===== src/rtl/lrf_pkg.sv =====
`timescale 1ns / 1ps
// ----------------------------------------------------------------------------
// lrf_pkg
// Shared types, codes and helpers of the linear resampler with fade.
// ----------------------------------------------------------------------------
package lrf_pkg;

  localparam int SampleBitsDef = 16;
  localparam int PhaseBitsDef  = 16;

  localparam int STEP_W  = 20;
  localparam int SVOL_W  = 8;
  localparam int RATE_W  = 18;
  localparam int MS_W    = 16;
  localparam int VOL_W   = 17;
  localparam int FADE_W  = 24;
  localparam int QUO_W   = 17;
  localparam int DVD_W   = 41;
  localparam int FRPR_W  = MS_W + RATE_W;
  localparam int IDX_W   = 2;
  localparam int CFG_W   = 20;
  localparam int CNT_W   = 5;

  // frames = floor(floor(ms * rate / 8) / 125), the last step by reciprocal
  localparam int FRY_W   = FRPR_W - 3;
  localparam int RCP_W   = FRY_W + 32;
  localparam int RCP_SH  = 38;
  localparam int FQ_W    = RCP_W - RCP_SH;
  localparam logic [31:0] FRAME_RCP = 32'd2199023256;

  localparam logic [CNT_W-1:0] STEP_DIV_BITS  = CNT_W'(17);

  localparam logic [2:0] ACT_FRAME   = 3'd0;
  localparam logic [2:0] ACT_EOS     = 3'd1;
  localparam logic [2:0] ACT_SET_VOL = 3'd2;
  localparam logic [2:0] ACT_STOP    = 3'd3;
  localparam logic [2:0] ACT_START   = 3'd4;

  localparam logic [IDX_W-1:0] REG_STEP      = 2'd0;
  localparam logic [IDX_W-1:0] REG_START_VOL = 2'd1;
  localparam logic [IDX_W-1:0] REG_MONO      = 2'd2;
  localparam logic [IDX_W-1:0] REG_RATE      = 2'd3;

  typedef struct packed {
    logic      take;
    logic      start;
    logic      load_first;
    logic      load_second;
    logic      shift_frame;
    logic      eos_dup;
    logic      set_vol;
    logic      fmul_frames;
    logic      fmul_step;
    logic      div_start;
    logic      frames_div;
    logic      fade_set;
    logic      fade_apply;
    logic      mul1;
    logic      mul2;
    logic      emit_sample;
    logic      emit_last;
    logic      emit_finish;
  } cmd_t;

  typedef struct packed {
    logic [2:0] action;
    logic       active;
    logic [1:0] frames;
    logic       phase_lt_one;
    logic       next_last;
    logic       fade_on;
    logic       rem_one;
    logic       stop_flag;
    logic       frames_zero;
    logic       div_busy;
    logic       out_free;
  } stat_t;

  // floor(v * 65536 / 255) = v * 257 + (v == 255)
  function automatic logic [VOL_W-1:0] vol_of(input logic [SVOL_W-1:0] v);
    logic [VOL_W-1:0] r;
    r = {1'b0, v, 8'h00} + {9'b0, v} + {16'b0, (v == 8'hFF)};
    return r;
  endfunction

endpackage


===== src/rtl/lrf_ctrl.sv =====
`timescale 1ns / 1ps
// ----------------------------------------------------------------------------
// lrf_ctrl
// Sequencer: decodes each item and steps the datapath through its outputs.
// ----------------------------------------------------------------------------
module lrf_ctrl (
  input  logic            clk_i,
  input  logic            rst_ni,
  input  logic            in_valid_i,
  output logic            in_stall_o,
  input  lrf_pkg::stat_t  stat_i,
  output lrf_pkg::cmd_t   cmd_o
);
  import lrf_pkg::*;

  typedef enum logic [10:0] {
    S_IDLE   = 11'b000_0000_0001,
    S_DECODE = 11'b000_0000_0010,
    S_LOOP   = 11'b000_0000_0100,
    S_FRDIV  = 11'b000_0000_1000,
    S_FRWAIT = 11'b000_0001_0000,
    S_FDIV   = 11'b000_0010_0000,
    S_FWAIT  = 11'b000_0100_0000,
    S_MUL1   = 11'b000_1000_0000,
    S_MUL2   = 11'b001_0000_0000,
    S_EMIT   = 11'b010_0000_0000,
    S_FIN    = 11'b100_0000_0000
  } state_e;

  state_e state_q, state_d;

  always_comb begin
    cmd_o   = '0;
    state_d = state_q;
    case (state_q)
      S_IDLE: begin
        if (in_valid_i) begin
          cmd_o.take = 1'b1;
          state_d    = S_DECODE;
        end
      end
      S_DECODE: begin
        state_d = S_IDLE;
        if (stat_i.action == ACT_START) begin
          cmd_o.start = 1'b1;
        end else if (stat_i.active) begin
          case (stat_i.action)
            ACT_FRAME: begin
              case (stat_i.frames)
                2'd0: cmd_o.load_first = 1'b1;
                2'd1: begin
                  cmd_o.load_second = 1'b1;
                  state_d           = S_LOOP;
                end
                default: begin
                  cmd_o.shift_frame = 1'b1;
                  state_d           = S_LOOP;
                end
              endcase
            end
            ACT_EOS: begin
              if (stat_i.frames == 2'd1) begin
                cmd_o.eos_dup = 1'b1;
                state_d       = S_LOOP;
              end else begin
                state_d = S_FIN;
              end
            end
            ACT_SET_VOL: cmd_o.set_vol = 1'b1;
            ACT_STOP: begin
              cmd_o.fmul_frames = 1'b1;
              state_d           = S_FRDIV;
            end
            default: ;
          endcase
        end
      end
      S_FRDIV: begin
        cmd_o.frames_div = 1'b1;
        state_d          = S_FRWAIT;
      end
      S_FRWAIT: begin
        if (stat_i.frames_zero) begin
          state_d = S_FIN;
        end else begin
          cmd_o.fade_set = 1'b1;
          state_d        = S_IDLE;
        end
      end
      S_LOOP: begin
        if (stat_i.active && stat_i.phase_lt_one) begin
          if (stat_i.fade_on) begin
            cmd_o.fmul_step = 1'b1;
            state_d         = S_FDIV;
          end else begin
            cmd_o.mul1 = 1'b1;
            state_d    = S_MUL2;
          end
        end else if (stat_i.action == ACT_EOS && stat_i.active) begin
          state_d = S_FIN;
        end else begin
          state_d = S_IDLE;
        end
      end
      S_FDIV: begin
        cmd_o.div_start = 1'b1;
        state_d         = S_FWAIT;
      end
      S_FWAIT: begin
        if (!stat_i.div_busy) begin
          cmd_o.fade_apply = 1'b1;
          state_d = (stat_i.rem_one && stat_i.stop_flag) ? S_FIN : S_MUL1;
        end
      end
      S_MUL1: begin
        cmd_o.mul1 = 1'b1;
        state_d    = S_MUL2;
      end
      S_MUL2: begin
        cmd_o.mul2 = 1'b1;
        state_d    = S_EMIT;
      end
      S_EMIT: begin
        if (stat_i.out_free) begin
          cmd_o.emit_sample = 1'b1;
          cmd_o.emit_last   = (stat_i.action == ACT_FRAME) && stat_i.next_last;
          state_d           = S_LOOP;
        end
      end
      S_FIN: begin
        if (stat_i.out_free) begin
          cmd_o.emit_finish = 1'b1;
          state_d           = S_IDLE;
        end
      end
      default: state_d = S_IDLE;
    endcase
  end

  always_ff @(posedge clk_i or negedge rst_ni) begin
    if (!rst_ni) begin
      state_q <= S_IDLE;
    end else begin
      state_q <= state_d;
    end
  end

  assign in_stall_o = (state_q != S_IDLE);

  a_take_decode: assert property (@(posedge clk_i) disable iff (!rst_ni)
    cmd_o.take |=> (state_q == S_DECODE))
    else $error("accepted item not decoded");

  a_fin_idle: assert property (@(posedge clk_i) disable iff (!rst_ni)
    cmd_o.emit_finish |=> !in_stall_o)
    else $error("finish did not end the item");

  a_emit_from_mul: assert property (@(posedge clk_i) disable iff (!rst_ni)
    $rose(state_q == S_EMIT) |-> $past(cmd_o.mul2))
    else $error("sample emitted without product");

endmodule

===== config.mk =====
export PLATFORM = sky130hd
export DESIGN_NAME = lrf_ctrl
export DESIGN_NICKNAME = d
export VERILOG_FILES = /design/src/rtl/lrf_pkg.sv /design/src/rtl/lrf_ctrl.sv
export SDC_FILE = /design/constraint.sdc
export NUM_CORES = 1
export LEC_CHECK = 0
export ABC_AREA = 1
export BUFFER_PORTS_ARGS = -buffer_cell sky130_fd_sc_hd__buf_2
export CAP_MARGIN = 30
export CELL_PAD_IN_SITES_DETAIL_PLACEMENT = 0
export CELL_PAD_IN_SITES_GLOBAL_PLACEMENT = 1
export CORE_ASPECT_RATIO = 0.9
export CORE_MARGIN = 2
export CORE_UTILIZATION = 29
export DETAILED_ROUTE_END_ITERATION = 7
export GPL_TIMING_DRIVEN = 0
export MAX_ROUTING_LAYER = met4
export PLACE_DENSITY_LB_ADDON = 0.1
export SYNTH_ARGS = -nofsm -noshare
export SYNTH_HDL_FRONTEND = slang
export SYNTH_SLANG_ARGS = --single-unit

===== constraint.sdc =====
create_clock -name clk_i -period 1.5 [get_ports clk_i]
set_input_delay 0.3 -clock clk_i [delete_from_list [all_inputs] [get_ports clk_i]]
set_output_delay 0.3 -clock clk_i [all_outputs]
set_load 0.02 [all_outputs]

# ---- Word-level counts from Yosys, hierarchy flattened
# Cells that the tools add are included.
dict set report classes {
  n_mux 45
  n_eq_ne 21
  n_reduce_logical 8
}
# operator n
set ops {}
lappend ops {{two-way mux 11 bit} 11}
lappend ops {{one-hot mux 11 bit (11 select lines)} 1}
lappend ops {{one-hot mux 11 bit (3 select lines)} 1}
lappend ops {{two-way mux 1 bit} 23}
lappend ops {{two-way mux 6 bit} 2}
lappend ops {{equality test 11 x 1 -> 1 bit, second input constant} 1}
lappend ops {{equality test 11 x 10 -> 1 bit, second input constant} 1}
lappend ops {{equality test 11 bit, second input constant} 1}
lappend ops {{equality test 11 x 2 -> 1 bit, second input constant} 1}
lappend ops {{equality test 11 x 3 -> 1 bit, second input constant} 1}
lappend ops {{equality test 11 x 4 -> 1 bit, second input constant} 1}
lappend ops {{equality test 11 x 5 -> 1 bit, second input constant} 1}
lappend ops {{equality test 11 x 6 -> 1 bit, second input constant} 1}
lappend ops {{equality test 11 x 7 -> 1 bit, second input constant} 1}
lappend ops {{equality test 11 x 8 -> 1 bit, second input constant} 1}
lappend ops {{equality test 11 x 9 -> 1 bit, second input constant} 1}
lappend ops {{inequality test 11 x 1 -> 1 bit, second input constant} 1}
lappend ops {{two-way mux 9 bit} 1}
lappend ops {{inequality test 2 bit, second input constant} 4}
lappend ops {{two-way mux 7 bit} 1}
lappend ops {{equality test 3 x 2 -> 1 bit, second input constant} 2}
lappend ops {{two-way mux 3 bit} 2}
lappend ops {{logical AND 1 bit} 4}
lappend ops {{two-way mux 2 bit} 2}
lappend ops {{other kinds (8)} 8}
dict set report word_totals {
  inputBits 17
  elab_cells 75
  regBits 11
}

# ---- Longest topological paths before layout
dict set report logic_depth {
  depth_word 7
  mapped_depth 11
  mapped_depth_nobuf 11
}

# ---- Least setup slack after synthesis
# No wires, ideal clock.
dict set report synth_path {
  path_type {reg-to-output}
  startpoint {register state_q[4]}
  endpoint {output port cmd_o[1] (netlist name)}
  path_buffers 0
  required_time_ns 1.200
  path_stages_with_launch 7
  arrival_ns 1.501
  path_slack_ns -0.301
  path_cell_list {dfrtp_1 > nor2_1 > nand2_2 > nor2_2 > nand2_1 > nor2_1 > and3_1}
}
# element line
set synth_lines {}
lappend synth_lines {{start, declared} lrf_ctrl.sv:30} ;# state_e state_q, state_d;
lappend synth_lines {{start signal, assigned} lrf_ctrl.sv:144} ;# state_q <= state_d;
lappend synth_lines {{end, declared} lrf_ctrl.sv:12} ;# output lrf_pkg::cmd_t cmd_o

==> metrics.txt <==
Layout Nets roughly 230; Max Fanout on Critical Path 4; number of H-tree levels 1; detailed-route via count 1139; Buffers on Ports 35; Starting Density 0.307; FF+latch count, synth 11; Pwr per Cell Area 857 nW/µm²; Commonest cells post-synth nand2_1 (40), nor2_1 (27), inv_1 (20); diode count 0; synthesized area per cell 6.21 µm²; Overflow after GRT 0; Async SR Flop Fraction 1.00; post-route ant nets 0; critical path data required time about 1.2 ns; Least-Margin Pin Slew 0.625 ns; top cell type by total area after synthesis dfrtp_1; top_reg_cell synth dfrtp_1; Seq/Total Area, Yosys 0.291; setup_tns -7.66 ns; cells after synthesis about 150; Ys Warns 0; critical path, cell by cell nor2_2 -> nand2_4 -> nor2_8 -> nand2_4 -> nor2_4 -> nand2_4 -> nor3_4 -> buf_6; I/O pins 36; max frequency 0.509 GHz; global placement routability congestion a little over 0.8; clock sink count 11; fillers roughly 330; area delta synth->final 75.1%; Largest register FFs 11; status complete, but fails checks; post-synthesis cell type count 24; clock latency on the worst-skew pair 0.27 ns; max_slew headroom 0.580; DIE WIDTH 64.3 µm; number of global-route vias before repair 1133; Net Count, Synth 170; Core Region about 3000 µm²; crit end category output port; failing checks negative setup slack; final WL 2940 µm; initial antenna violation count 0; Top Registers state_q (11); Reg clk slew, reported paths 0.08 ns; # rows 19; type of the worst setup path register to output port; Leak about 0.9 nW; R2R Setup Slk -0.20 ns; Hold Path Origin stat_i[1]; Tcrit/Tclk final 1.31; RSZ-0062 raised after global routing true; R2R depth 12; post-synthesis cell area 950 µm²; Fin Hold WS 0.203 ns; Final Slew Violations 0; die height 58.3 µm; CP max stage delay about 0.40 ns; CTS Root Cell clkbuf_4; top-count cell post-synth nand2_1; Total GRT Usage 0.170; initial DRC count 31; DRC Markers 0; FF-to-FF Start state_q[3]$_DFFE_PN0P_; final setup violation count 24; Final Hold Viols 0; vias per cell 4.45; FF-to-FF End state_q[10]$_DFFE_PN0P_; CTS tree yes; Top reg by flops state_q; hold path endpoint state_q[7]$_DFFE_PN0P_; final setup margin -0.464 ns; CTS Buf Count 3; Synth top area share 0.264; crit start category register; clk buf depth 2; synth top area cells dfrtp_1 (26%), nand2_1 (16%), nor2_1 (11%); peak supply drop about 0.55 mV; min cycle time layout 1.96 ns; Hold Crit Class input pin to register; overall die area 3750 µm²; WHS Path Cells 2; Clock Skews 0.00528 ns; slowest cell on the critical path dfrtp_1; Placement Setup Slack -0.320 ns; post-detail-place hpwl 2230 µm; first-pass detailed-route iteration total 4; Routed WL per cell 11.5 µm; largest net degree at the start of global routing 12; Post-synth EDFFs 0; Crit path top cell by count nand2_4; WP data arrival 1.66 ns; share of layout cells above drive strength 1 0.561; first-pass GRT wire length 4880 µm; Max-Cap Viols 0
[worst max path at each step]
stage	startpoint	to	slack [ns]	cells after the start
after floorplan	state_q[4]$_DFFE_PN0P_	cmd_o[1]	-0.17	6
after global placement	state_q[9]$_DFFE_PN0P_	cmd_o[15]	-0.31	8
after detailed placement	state_q[9]$_DFFE_PN0P_	cmd_o[15]	-0.32	8
after CTS	state_q[5]$_DFFE_PN0P_	cmd_o[15]	-0.51	8
after global routing	state_q[8]$_DFFE_PN0P_	cmd_o[15]	-0.55	8
final	state_q[8]$_DFFE_PN0P_	cmd_o[15]	-0.46	8
[logic make-up (layout without fill, tap and decap cells)]
| kind of cell | Yosys count | in the layout | share of synthesized area |
|---|---|---|---|
| simple gates | 106 | 106 | 0.545 |
| compound gates | 9 | 9 | 0.0566 |
| flops | 11 | 11 | 0.291 |
| buf+inv | 27 | 88 | 0.107 |
[cell type report]
cell class	count	area (µm²)	area share
multi-input combinational	115	763	0.459
sequential	11	277	0.166
inverter	27	104	0.0625
clock buffer	4	26.3	0.0158
timing repair buffer	57	440	0.265
tap	42	52.6	0.0316
[layout by cell type, fill, tap and decap left out, types with 3 or more instances in the layout]
cell      count
buf_2        17
buf_4        25
buf_6        14
clkbuf_4      3
dfrtp_1      10
inv_1        17
inv_2         9
nand2_1      28
nand2_2      12
nand2_4       6
nand3_1       9
nor2_1       13
nor2_2        8
nor2_4       12
nor3_1        5
nor3_2        3
o21ai_1       3
[critical path, delay by kind of cell, from the launching register on]
| family | cells | cell delay (ns) |
|---|---|---|
| buf+inv | 1 | 0.14 |
| flops | 1 | 0.40 |
| simple gates | 7 | 0.84 |
[power by group]
part           internal (mW)  total (mW)  leakage (nW)  switching, mW
registers              0.336       0.371         0.149         0.0354
logic                  0.353       0.840         0.722          0.487
clock network          0.103       0.213        0.0150          0.110
total                  0.792        1.43         0.886          0.633
[metrics by stage]
step | power [mW] | area, µm² | utilization | instances
finish | 1.43 | 1660 | 0.538 | 256
CTS | 1.35 | 1570 | 0.509 | 249
global placement | 0.909 | 1260 | 0.407 | 230
detailed placement | 0.917 | 1260 | 0.407 | 230
global route | 1.53 | 1660 | 0.538 | 256
floorplan | 0.768 | 1030 | - | 153
[routing by layer]
| layer | vias up | GRT usage | wire length (µm) |
|---|---|---|---|
| met4 | 0 | 0 | 0 |
| met1 | 518 | 0.233 | 1350 |
| met5 | - | - | 0 |
| li1 | 604 | - | - |
| met3 | 0 | 0.0344 | 95 |
| met2 | 17 | 0.280 | 1500 |
[what timing repair did]
item / CTS / global route
endpoints found under the setup margin: 23 / 24
hold buffers: 1 / 0
pin swaps: 17 / 11
setup buffers: 15 / 8
hold endpoints to repair: 10 / 0
gates resized for setup: 55 / 13
gates cloned: 0 / 0
Note: power is estimated with default switching activity, not from simulation.
